### src/design/jsu_pkg.sv
// ---------------------------------------------------------------------------
// jsu_pkg
// Shared types, codes and constants of the JSON string unescaper.
// ---------------------------------------------------------------------------
package jsu_pkg;

    localparam int QUEUE_DEPTH = 4;

    // result kinds
    localparam logic [1:0] KIND_DATA = 2'd0;
    localparam logic [1:0] KIND_DONE = 2'd1;
    localparam logic [1:0] KIND_ERR  = 2'd2;

    // error codes
    localparam logic [1:0] ERR_QUOTE = 2'd0;
    localparam logic [1:0] ERR_END   = 2'd1;
    localparam logic [1:0] ERR_HEX   = 2'd2;
    localparam logic [1:0] ERR_ESC   = 2'd3;

    // characters of interest
    localparam logic [7:0] CH_QUOTE = 8'h22;
    localparam logic [7:0] CH_BSL   = 8'h5C;
    localparam logic [7:0] CH_SLASH = 8'h2F;
    localparam logic [7:0] CH_U     = 8'h75;
    localparam logic [7:0] CH_B     = 8'h62;
    localparam logic [7:0] CH_F     = 8'h66;
    localparam logic [7:0] CH_N     = 8'h6E;
    localparam logic [7:0] CH_R     = 8'h72;
    localparam logic [7:0] CH_T     = 8'h74;
    localparam logic [7:0] CH_SPACE = 8'h20;
    localparam logic [7:0] CH_TAB   = 8'h09;
    localparam logic [7:0] CH_LF    = 8'h0A;
    localparam logic [7:0] CH_CR    = 8'h0D;
    localparam logic [7:0] CH_BS    = 8'h08;
    localparam logic [7:0] CH_FF    = 8'h0C;

    typedef enum logic [1:0] {
        MODE_IDLE = 2'd0,
        MODE_STR  = 2'd1,
        MODE_ESC  = 2'd2,
        MODE_HEX  = 2'd3
    } mode_t;

    typedef struct packed {
        logic [7:0] in_byte;
        logic       end_of_input;
    } item_t;

    typedef struct packed {
        logic [7:0] out_byte;
        logic [1:0] kind;
        logic [1:0] error_code;
        logic       last;
    } result_t;

    // one queued job: up to three result words of the same kind
    typedef struct packed {
        logic [1:0]      kind;
        logic [1:0]      error_code;
        logic [1:0]      count;
        logic [2:0][7:0] bytes;
    } job_t;

endpackage

### src/design/jsu_front.sv
// ---------------------------------------------------------------------------
// jsu_front
// Scanner: tracks string/escape/hex mode and turns each accepted byte into
// at most one job for the back end.
// ---------------------------------------------------------------------------
module jsu_front (
    input  logic           clk,
    input  logic           rst_n,
    input  logic           accept,
    input  jsu_pkg::item_t item,
    output logic           job_valid,
    output jsu_pkg::job_t  job
);

    jsu_pkg::mode_t mode_reg, mode_next;
    logic [1:0]     hex_left_reg, hex_left_next;
    logic [15:0]    code_reg, code_next;

    logic [7:0]  c;
    logic        eoi;
    logic        is_ws;
    logic        hex_ok;
    logic [3:0]  hex_d;
    logic        esc_ok;
    logic [7:0]  esc_byte;
    logic [15:0] cp;

    always_comb
    begin
        c   = item.in_byte;
        eoi = item.end_of_input;
        is_ws = (c == jsu_pkg::CH_SPACE) || (c == jsu_pkg::CH_TAB) ||
                (c == jsu_pkg::CH_LF) || (c == jsu_pkg::CH_CR);
        hex_ok = 1'b1;
        hex_d  = 4'd0;
        if (c >= 8'h30 && c <= 8'h39)
            hex_d = c[3:0];
        else if ((c >= 8'h61 && c <= 8'h66) || (c >= 8'h41 && c <= 8'h46))
            hex_d = c[3:0] + 4'd9;
        else
            hex_ok = 1'b0;
        esc_ok   = 1'b1;
        esc_byte = c;
        unique case (c)
            jsu_pkg::CH_QUOTE, jsu_pkg::CH_BSL, jsu_pkg::CH_SLASH: esc_byte = c;
            jsu_pkg::CH_N: esc_byte = jsu_pkg::CH_LF;
            jsu_pkg::CH_R: esc_byte = jsu_pkg::CH_CR;
            jsu_pkg::CH_T: esc_byte = jsu_pkg::CH_TAB;
            jsu_pkg::CH_B: esc_byte = jsu_pkg::CH_BS;
            jsu_pkg::CH_F: esc_byte = jsu_pkg::CH_FF;
            default:       esc_ok   = 1'b0;
        endcase
        cp = {code_reg[11:0], hex_d};
    end

    // next state
    always_comb
    begin
        mode_next     = mode_reg;
        hex_left_next = hex_left_reg;
        code_next     = code_reg;
        if (accept)
        begin
            unique case (mode_reg)
                jsu_pkg::MODE_IDLE:
                begin
                    if (!eoi && c == jsu_pkg::CH_QUOTE)
                        mode_next = jsu_pkg::MODE_STR;
                end
                jsu_pkg::MODE_STR:
                begin
                    priority if (eoi || c == jsu_pkg::CH_QUOTE)
                        mode_next = jsu_pkg::MODE_IDLE;
                    else if (c == jsu_pkg::CH_BSL)
                        mode_next = jsu_pkg::MODE_ESC;
                end
                jsu_pkg::MODE_ESC:
                begin
                    priority if (eoi)
                        mode_next = jsu_pkg::MODE_IDLE;
                    else if (c == jsu_pkg::CH_U)
                    begin
                        mode_next     = jsu_pkg::MODE_HEX;
                        hex_left_next = 2'd3;
                        code_next     = 16'd0;
                    end
                    else if (esc_ok)
                        mode_next = jsu_pkg::MODE_STR;
                    else
                        mode_next = jsu_pkg::MODE_IDLE;
                end
                jsu_pkg::MODE_HEX:
                begin
                    priority if (eoi || !hex_ok)
                    begin
                        mode_next     = jsu_pkg::MODE_IDLE;
                        hex_left_next = 2'd0;
                        code_next     = 16'd0;
                    end
                    else if (hex_left_reg != 2'd0)
                    begin
                        hex_left_next = hex_left_reg - 2'd1;
                        code_next     = cp;
                    end
                    else
                    begin
                        mode_next = jsu_pkg::MODE_STR;
                        code_next = 16'd0;
                    end
                end
                default: mode_next = jsu_pkg::MODE_IDLE;
            endcase
        end
    end

    // job output
    always_comb
    begin
        job_valid      = 1'b0;
        job.kind       = jsu_pkg::KIND_DATA;
        job.error_code = jsu_pkg::ERR_QUOTE;
        job.count      = 2'd1;
        job.bytes      = '0;
        unique case (mode_reg)
            jsu_pkg::MODE_IDLE:
            begin
                if (eoi || (!is_ws && c != jsu_pkg::CH_QUOTE))
                begin
                    job_valid      = 1'b1;
                    job.kind       = jsu_pkg::KIND_ERR;
                    job.error_code = jsu_pkg::ERR_QUOTE;
                end
            end
            jsu_pkg::MODE_STR:
            begin
                priority if (eoi)
                begin
                    job_valid      = 1'b1;
                    job.kind       = jsu_pkg::KIND_ERR;
                    job.error_code = jsu_pkg::ERR_END;
                end
                else if (c == jsu_pkg::CH_QUOTE)
                begin
                    job_valid = 1'b1;
                    job.kind  = jsu_pkg::KIND_DONE;
                end
                else if (c != jsu_pkg::CH_BSL)
                begin
                    job_valid    = 1'b1;
                    job.bytes[0] = c;
                end
            end
            jsu_pkg::MODE_ESC:
            begin
                priority if (eoi)
                begin
                    job_valid      = 1'b1;
                    job.kind       = jsu_pkg::KIND_ERR;
                    job.error_code = jsu_pkg::ERR_END;
                end
                else if (c == jsu_pkg::CH_U)
                    job_valid = 1'b0;
                else if (esc_ok)
                begin
                    job_valid    = 1'b1;
                    job.bytes[0] = esc_byte;
                end
                else
                begin
                    job_valid      = 1'b1;
                    job.kind       = jsu_pkg::KIND_ERR;
                    job.error_code = jsu_pkg::ERR_ESC;
                end
            end
            jsu_pkg::MODE_HEX:
            begin
                priority if (eoi)
                begin
                    job_valid      = 1'b1;
                    job.kind       = jsu_pkg::KIND_ERR;
                    job.error_code = jsu_pkg::ERR_END;
                end
                else if (!hex_ok)
                begin
                    job_valid      = 1'b1;
                    job.kind       = jsu_pkg::KIND_ERR;
                    job.error_code = jsu_pkg::ERR_HEX;
                end
                else if (hex_left_reg == 2'd0)
                begin
                    job_valid = 1'b1;
                    // UTF-8 encoding of the 16-bit code
                    priority if (cp[15:7] == 9'd0)
                    begin
                        job.count    = 2'd1;
                        job.bytes[0] = {1'b0, cp[6:0]};
                    end
                    else if (cp[15:11] == 5'd0)
                    begin
                        job.count    = 2'd2;
                        job.bytes[0] = {3'b110, cp[10:6]};
                        job.bytes[1] = {2'b10, cp[5:0]};
                    end
                    else
                    begin
                        job.count    = 2'd3;
                        job.bytes[0] = {4'b1110, cp[15:12]};
                        job.bytes[1] = {2'b10, cp[11:6]};
                        job.bytes[2] = {2'b10, cp[5:0]};
                    end
                end
            end
            default: job_valid = 1'b0;
        endcase
        job_valid = job_valid && accept;
    end

    always_ff @(posedge clk or negedge rst_n)
    begin
        if (!rst_n)
        begin
            mode_reg     <= jsu_pkg::MODE_IDLE;
            hex_left_reg <= 2'd0;
            code_reg     <= 16'd0;
        end
        else
        begin
            mode_reg     <= mode_next;
            hex_left_reg <= hex_left_next;
            code_reg     <= code_next;
        end
    end

endmodule

### src/design/jsu_queue.sv
// ---------------------------------------------------------------------------
// jsu_queue
// Short job queue between scanner and result sequencer.
// ---------------------------------------------------------------------------
module jsu_queue #(
    parameter int DEPTH = jsu_pkg::QUEUE_DEPTH
) (
    input  logic          clk,
    input  logic          rst_n,
    input  logic          wr_en,
    input  jsu_pkg::job_t wr_data,
    input  logic          rd_en,
    output jsu_pkg::job_t rd_data,
    output logic          not_empty,
    output logic          full
);

    localparam int PTR_W = (DEPTH > 1) ? $clog2(DEPTH) : 1;
    localparam int CNT_W = $clog2(DEPTH + 1);

    jsu_pkg::job_t mem [DEPTH];

    logic [PTR_W-1:0] wr_ptr_reg, wr_ptr_next;
    logic [PTR_W-1:0] rd_ptr_reg, rd_ptr_next;
    logic [CNT_W-1:0] count_reg, count_next;
    logic             do_wr, do_rd;

    assign full      = (count_reg == CNT_W'(DEPTH));
    assign not_empty = (count_reg != '0);
    assign do_wr     = wr_en && !full;
    assign do_rd     = rd_en && not_empty;
    assign rd_data   = mem[rd_ptr_reg];

    always_comb
    begin
        wr_ptr_next = wr_ptr_reg;
        rd_ptr_next = rd_ptr_reg;
        count_next  = count_reg;
        if (do_wr)
            wr_ptr_next = (wr_ptr_reg == PTR_W'(DEPTH - 1)) ? '0 : wr_ptr_reg + 1'b1;
        if (do_rd)
            rd_ptr_next = (rd_ptr_reg == PTR_W'(DEPTH - 1)) ? '0 : rd_ptr_reg + 1'b1;
        if (do_wr && !do_rd)
            count_next = count_reg + 1'b1;
        else if (do_rd && !do_wr)
            count_next = count_reg - 1'b1;
    end

    always_ff @(posedge clk)
    begin
        if (do_wr)
            mem[wr_ptr_reg] <= wr_data;
    end

    always_ff @(posedge clk or negedge rst_n)
    begin
        if (!rst_n)
        begin
            wr_ptr_reg <= '0;
            rd_ptr_reg <= '0;
            count_reg  <= '0;
        end
        else
        begin
            wr_ptr_reg <= wr_ptr_next;
            rd_ptr_reg <= rd_ptr_next;
            count_reg  <= count_next;
        end
    end

endmodule

### src/design/jsu_back.sv
// ---------------------------------------------------------------------------
// jsu_back
// Result sequencer: expands each queued job into one to three result words
// and holds the oldest one in the output register.
// ---------------------------------------------------------------------------
module jsu_back (
    input  logic             clk,
    input  logic             rst_n,
    input  logic             job_valid,
    input  jsu_pkg::job_t    job,
    output logic             job_pop,
    input  logic             pop,
    output logic             empty,
    output jsu_pkg::result_t result
);

    logic             out_valid_reg, out_valid_next;
    jsu_pkg::result_t out_reg, out_next;
    logic [1:0]       idx_reg, idx_next;
    logic             load;
    logic             final_word;

    assign empty      = !out_valid_reg;
    assign result     = out_reg;
    assign load       = job_valid && (!out_valid_reg || pop);
    assign final_word = (idx_reg == job.count - 2'd1);
    assign job_pop    = load && final_word;

    always_comb
    begin
        out_valid_next = out_valid_reg;
        out_next       = out_reg;
        idx_next       = idx_reg;
        if (load)
        begin
            out_valid_next      = 1'b1;
            out_next.out_byte   = job.bytes[idx_reg];
            out_next.kind       = job.kind;
            out_next.error_code = job.error_code;
            out_next.last       = final_word;
            idx_next            = final_word ? 2'd0 : idx_reg + 2'd1;
        end
        else if (pop)
            out_valid_next = 1'b0;
    end

    always_ff @(posedge clk)
    begin
        out_reg <= out_next;
    end

    always_ff @(posedge clk or negedge rst_n)
    begin
        if (!rst_n)
        begin
            out_valid_reg <= 1'b0;
            idx_reg       <= 2'd0;
        end
        else
        begin
            out_valid_reg <= out_valid_next;
            idx_reg       <= idx_next;
        end
    end

endmodule

### src/design/json_string_unescaper_unit.sv
// ---------------------------------------------------------------------------
// json_string_unescaper_unit
// Decodes a JSON string literal from a byte stream into raw / UTF-8 bytes.
// ---------------------------------------------------------------------------
// Input side is a queue: a word (item) goes in when push is high and full is
// low. Result side is a queue too: the oldest result word sits on result
// while empty is low and leaves when pop is high.
// Each input word yields zero to three result words: none for whitespace
// before the string, the opening quote, a backslash or non-final hex digits,
// three at most for the last digit of a \u escape.
// The first result word of an input is queued when that input is taken and
// reaches result through the output register, provided that register is free.
// Throughput: one input word per cycle while full is low; the result register
// drains one word per cycle while pop is high, so a multi-byte \u escape holds
// the input side back only once the job queue (QUEUE_DEPTH entries) has filled.
// A stalled receiver fills the result register, then the job queue, after
// which full rises. Reset returns the scanner to idle and empties the queue
// and result register; no clearing pass is needed.
// ---------------------------------------------------------------------------
module json_string_unescaper_unit #(
    parameter int QUEUE_DEPTH = jsu_pkg::QUEUE_DEPTH
) (
    input  logic             clk,
    input  logic             rst_n,
    input  logic             push,
    output logic             full,
    input  jsu_pkg::item_t   item,
    output logic             empty,
    input  logic             pop,
    output jsu_pkg::result_t result
);

    logic          accept;
    logic          fe_job_valid;
    jsu_pkg::job_t fe_job;
    logic          q_not_empty;
    jsu_pkg::job_t q_job;
    logic          q_pop;

    assign accept = push && !full;

    jsu_front u_front (
        .clk       (clk),
        .rst_n     (rst_n),
        .accept    (accept),
        .item      (item),
        .job_valid (fe_job_valid),
        .job       (fe_job)
    );

    jsu_queue #(
        .DEPTH (QUEUE_DEPTH)
    ) u_queue (
        .clk       (clk),
        .rst_n     (rst_n),
        .wr_en     (fe_job_valid),
        .wr_data   (fe_job),
        .rd_en     (q_pop),
        .rd_data   (q_job),
        .not_empty (q_not_empty),
        .full      (full)
    );

    jsu_back u_back (
        .clk       (clk),
        .rst_n     (rst_n),
        .job_valid (q_not_empty),
        .job       (q_job),
        .job_pop   (q_pop),
        .pop       (pop),
        .empty     (empty),
        .result    (result)
    );

endmodule

### config.mk
export PLATFORM = sky130hd
export DESIGN_NAME = json_string_unescaper_unit
export DESIGN_NICKNAME = d
export VERILOG_FILES = /design/src/design/jsu_pkg.sv /design/src/design/jsu_front.sv /design/src/design/jsu_queue.sv /design/src/design/jsu_back.sv /design/src/design/json_string_unescaper_unit.sv
export SDC_FILE = /design/constraint.sdc
export NUM_CORES = 1
export LEC_CHECK = 0
export BUFFER_PORTS_ARGS = -buffer_cell sky130_fd_sc_hd__clkbuf_2
export CELL_PAD_IN_SITES_DETAIL_PLACEMENT = 0
export CELL_PAD_IN_SITES_GLOBAL_PLACEMENT = 1
export CORE_AREA = 2 2 128 130
export DETAILED_ROUTE_END_ITERATION = 16
export DIE_AREA = 0 0 130 132
export PLACE_DENSITY_LB_ADDON = 0.1
export SLEW_MARGIN = 30
export SYNTH_ARGS = -nofsm -noshare
export SYNTH_HDL_FRONTEND = slang
export SYNTH_HIERARCHICAL = 1
export SYNTH_SLANG_ARGS = --single-unit
### constraint.sdc
create_clock -name clk -period 2.67 [get_ports clk]
set_input_delay 0.4005 -clock clk [delete_from_list [all_inputs] [get_ports clk]]
set_output_delay 0.4005 -clock clk [all_outputs]
set_load 0.03 [all_outputs]
## Yosys cells after proc, flatten, opt, wreduce, memory -nomap -nowiden

Memory sizes are Yosys's and may differ from the RTL's.
Cells that the tools add are included.

| cells by class | value |
|---|---|
| order comparisons | 7 |
| eq/ne operators | 28 |
| reductions and logical operators | 41 |
| multiplexer cells | 73 |
| add/sub/neg operators | 8 |

Operators with widths:

| operator | count |
|---|---|
| $mux 26 | 3 |
| $mux 8 | 9 |
| $eq 8x7->1 const B | 7 |
| $mux 12 | 4 |
| $pmux 8 s5 | 1 |
| $mux 2 | 16 |
| $mux 4 | 8 |
| $eq 8x4->1 const B | 3 |
| $eq 8x6->1 const B | 3 |
| $pmux 12 s2 | 1 |
| $pmux 8 s3 | 1 |
| $mux 1 | 20 |
| $mux 18 | 1 |
| $bmux 8 s2 | 1 |
| $ge 8x7->1 const B | 2 |
| $le 8x7->1 const B | 2 |
| $mux 16 | 1 |
| $pmux 4 s4 | 1 |
| $mux 14 | 1 |
| $logic_and 1x1->1 | 13 |
| $logic_not 9->1 | 1 |
| $eq 2x2->1 const B | 4 |
| $ge 8x6->1 const B | 1 |
| $le 8x6->1 const B | 1 |
| other kinds (28) | 52 |

| word-level totals | value |
|---|---|
| input port bits | 13 |
| bits in registers | 39 |
| word-level logic and storage cells | 170 |
| output and inout bits | 15 |
| memories kept | 1 |
| RAM bits | 120 |

Memory list:

| name | words | width | read ports | clocked after Yosys merged registers in | wr ports | RTL line | text |
|---|---|---|---|---|---|---|---|
| u_queue.mem | 4 | 30 | 1 | 0 | 1 | jsu_queue.sv:21 | `jsu_pkg::job_t mem [DEPTH];` |

## Longest topological paths before layout

| logic depth | value |
|---|---|
| word-level depth | 15 |
| gate-level depth with buffers | 16 |
| gate-level depth less buffers | 14 |

## Modules after synthesis

The synthesis kept the hierarchy.

By module, submodules not included:

| module | instances | area each (µm²) | sequential area each (µm²) | cells each |
|---|---|---|---|---|
| jsu_queue | 1 | 4842.1 | 3778.6 | 194 |
| jsu_front | 1 | 1786.7 | 400.4 | 227 |
| jsu_back | 1 | 752.0 | 465.4 | 63 |
| json_string_unescaper_unit | 1 | 13.8 | 0.0 | 1 |

## Worst setup path after synthesis

Ideal clock, no wire load.

| timing | value |
|---|---|
| path kind | input port to flip-flop |
| start | input item[1] (netlist bit) |
| end | register u_queue.count_reg[1] |
| stages on the path | 14 |
| path buffers | 2 |
| setup time | 0.125 ns |
| data required time | 2.545 ns |
| setup slack | -0.489 ns |
| arrival | 3.034 ns |
| path through | buf_6 inv_1 ha_1 nand2_1 or4_1 nor3_1 a21oi_1 o221a_1 nor2b_2 buf_6 ha_1 inv_1 fa_1 mux2_2 |

| between the ends | value |
|---|---|
| elaborated cells between the ends (all ways) | 42 |
| classes of those cells | order compare: 6; eq/ne: 8; mux: 12; reduce/logical: 16 |

RTL lines:

| what | RTL line | text |
|---|---|---|
| start: declaration | json_string_unescaper_unit.sv:27 | `input jsu_pkg::item_t item,` |
| parallel branches: the longest is 8 deep, another holds $ge 8x7->1 | - |  |
| $pmux 1 s4 (*) | jsu_front.sv:124 | `unique case (mode_reg)` |
| $logic_and 1x1->1 (*) | jsu_front.sv:215 | `job_valid = job_valid && accept;` |
| via fe_job_valid | json_string_unescaper_unit.sv:34 | `logic fe_job_valid;` |
| $logic_and 1x1->1 (*) | jsu_queue.sv:30 | `assign do_wr = wr_en && !full;` |
| via u_queue.do_wr | jsu_queue.sv:26 | `logic do_wr, do_rd;` |
| $logic_and 1x1->1 (*) | jsu_queue.sv:43 | `if (do_wr && !do_rd)` |
| $mux 3 (*) | jsu_queue.sv:43 |  |
| via u_queue.count_next[1] | jsu_queue.sv:25 | `logic [CNT_W-1:0] count_reg, count_next;` |
| end signal: assignment | jsu_queue.sv:67 | `count_reg <= count_next;` |
| end: declaration | jsu_queue.sv:25 |  |

Mark *: on every way through the listed nets, which the timed path passes.
A chain may end at the register's enable or synchronous reset.

==> metrics.txt <==
outcome finished with violations; failing checks setup timing; nets 606; Core Area between 15000 and 20000 um2; net load switching power 2.670 mW; total power ~8.8 mW; first-pass GRT wire length between 20000 and 30000 um; CP arrival 3030 ps; post-route ant nets 0; CTS H-Tree Depth 4; CTS sink cnt between 150 and 200; r2r startpoint u_queue/rd_ptr_reg[0]; Placer Congestion about 0.83; Crit Path Max Fanout 3; worst path cell trace mux4_2 > xnor2_2 > mux2i_1 > nor2b_4 > nand2_4 > ha_4 > inv_2 > fa_2 > mux2_2; Clock Path Buffers 2; Yosys cell types between 70 and 80; mean routed wirelength per cell about 20 um; commonest non-fill, non-tap cell in the layout edfxtp_1; DIE WIDTH about 130 um; dpl cells 776; row count between 40 and 50; Remaining Overflow, GRT 0; Pwr per Cell Area slightly below 1000 nW/um2; fin crit period roughly 2700 ps; Synth Register Bits 159; largest net degree at the start of global routing 31; RSZ-0062 raised after global routing yes; sequential cell area fraction in the yosys report 0.6281; Achievable Freq around 370 MHz; die area around 17000 um2; endpoint class of the critical path register; P&R area growth vs syn 20.32%; Comb pwr share 0.324; yosys synthesis warning count 6; R2R Setup Slk -60 ps; vias in the first global route 4725; Die Ht approximately 130 um; DR iter-0 viols roughly 310; worst reg2reg endpoint u_queue/count_reg[1]; Worst Skew slightly below 20 ps; Worst Setup Start Kind register; max_slew headroom 0.4953; I/O Pins 28; Seq pwr share 0.412; CTS Root Cell clkbuf_16; transition time of the tightest slew-check pin 752.9 ps; cell area after layout around 8900 um2; WL final between 15000 and 20000 um; reg2reg path depth 9; VDD IR max approximately 550 uV; clock insertion delay at the later pin of the skew report ~420 ps; Antenna Cells 0; layout cells sized above 1 0.3434; Max Cap Viol 0; Syn Inst Count between 400 and 500; Hold Crit Class primary input to asynchronous set/reset pin; slowest CP cell mux4_2; Worst EP required 2970 ps; Vias 4462; Slew Limit Fails 0; detailed placement HPWL about 11000 um; Internal Pwr Total 6.095 mW; final setup violating endpoints 1; fin crit share 1.022; drt first pass iters 5; Lkg Pwr roughly 3.3 nW; switching power share of the total 0.3047; most frequent cells in the layout 133 x edfxtp_1, 69 x buf_4, 30 x mux4_2; Post-synth EDFFs about 130; final core occ 0.5663; number of port buffers 27; CTS Buf Count 17; clock group share of total power 0.265; GRT Total Usage 0.2055; Placed Instance Area about 8300 um2; fin cells around 800; vias per cell between 5 and 6; clock slew at reported path FFs approximately 60 ps; top_reg_cell synth edfxtp_1; Starting Density 0.4706; CTS tree yes; critical path class register to register; initial antenna violation count 0; Hold WS between 20 and 25 ps; Fin. Hold Viols 0; max incr delay on CP ~560 ps; Post-Syn Area per Cell 15.25 um2; final setup margin -59.39 ps; Async SR Flop Fraction 0.1635; Synth Cell Area roughly 7400 um2; DRC 0; flip-flop count of the largest register after layout between 100 and 150
## through the flow
step,setup slack [ps],TNS [ps]
3_3_place_gp,-436.1,-35780
5_1_grt,-155.6,-230.3
3_5_place_dp,-486.3,-41800
4_1_cts,3.086,0
2_1_floorplan,-351.7,-9774
6_report,-59.39,-59.39
## cell families (layout without fill, tap and decap cells)
group | after synthesis | count (layout) | synth area share
compound gates | 86 | 86 | 0.08545
xor+xnor | 5 | 5 | 0.005923
fa+ha+maj | 12 | 12 | 0.02132
buf+inv | 43 | 151 | 0.03401
flops | 159 | 159 | 0.6281
mux | 46 | 46 | 0.1161
other cells | 1 | 2 | 0.0005071
simple gates | 133 | 133 | 0.1086
## power groups by stage
| stage | logic, mW | clock network, mW | registers (mW) |
|---|---|---|---|
| 2_1_floorplan | 1.83 | 0 | 3.79 |
| 3_3_place_gp | 2.78 | 0 | 3.62 |
| 3_5_place_dp | 2.79 | 0 | 3.66 |
| 4_1_cts | 2.82 | 2.37 | 3.61 |
| 5_1_grt | 3.10 | 2.48 | 3.67 |
| 6_report | 2.84 | 2.32 | 3.61 |
## worst max path at each step
stage	startpoint	endpoint	slack, ps
2_1_floorplan	item[1]	u_queue/count_reg[1]	-350
3_3_place_gp	item[2]	u_queue/count_reg[1]	-440
3_5_place_dp	item[2]	u_queue/count_reg[1]	-490
4_1_cts	u_queue/rd_ptr_reg[0]	u_queue/count_reg[1]	3
5_1_grt	u_queue/rd_ptr_reg[0]	u_queue/count_reg[1]	-160
6_report	u_queue/rd_ptr_reg[0]	u_queue/count_reg[1]	-60
## synth_stat cells, drive strengths merged (3+ instances only)
library cell	number	area share
a21oi	14	0.0095
edfxtp	133	0.54
o2bb2ai	3	0.0036
dfrtp	26	0.088
and2	7	0.0069
mux4	30	0.091
nor3b	4	0.0076
nor2b	9	0.0090
nor4b	3	0.0056
nand2b	14	0.012
a22o	13	0.015
o22a	3	0.0036
and3	3	0.0025
a31oi	4	0.0034
o21ai	14	0.0095
xnor2	3	0.0036
nor2	29	0.015
nor3	9	0.0083
inv	17	0.0086
a22oi	4	0.0041
a21o	4	0.0041
clkbuf	9	0.0046
nand2	21	0.012
a211oi	3	0.0030
o211ai	3	0.0030
mux2	6	0.011
nand3	10	0.0068
or3	3	0.0032
or4	3	0.0030
buf	17	0.021
ha	11	0.019
nor4	8	0.0068
mux2i	10	0.014
or2	4	0.0034
## cell type report
class,instances,area (um2)
clock buffers,18,429.2
clock inverters,14,141.4
fillers,1286,6815
inverters,17,66.31
multi-input cells,284,2580
flip-flops and latches,159,4646
well taps,216,270.3
repair buffers,102,764.5
## routing by layer
layer / vias to the layer above / GRT usage / share of wire
met5: - / 0 / 0
met2: 91 / 0.3360 / 0.51
met1: 2269 / 0.2772 / 0.44
met3: 13 / 0.04627 / 0.044
li1: 2089 / - / -
met4: 0 / 0.05795 / 0.0091
## critical path, delay by kind of cell (launching register included)
kind	cells	cell delay, ps
xor gates and xnor gates	1	220
adders and majority gates	2	560
buffers and inverters	1	50
DFF	1	390
muxes	3	1100
and+or+nand+nor	2	280
## repair_timing
action / in CTS / in global routing
setup buffers: 0 / 2
hold buffers: 0 / 0
pin swaps: 0 / 6
gates resized for setup: 3 / 7
endpoints found under the hold margin: 0 / 0
setup endpoints to repair: 2 / 2
Note: power is estimated with default switching activity, not from simulation.
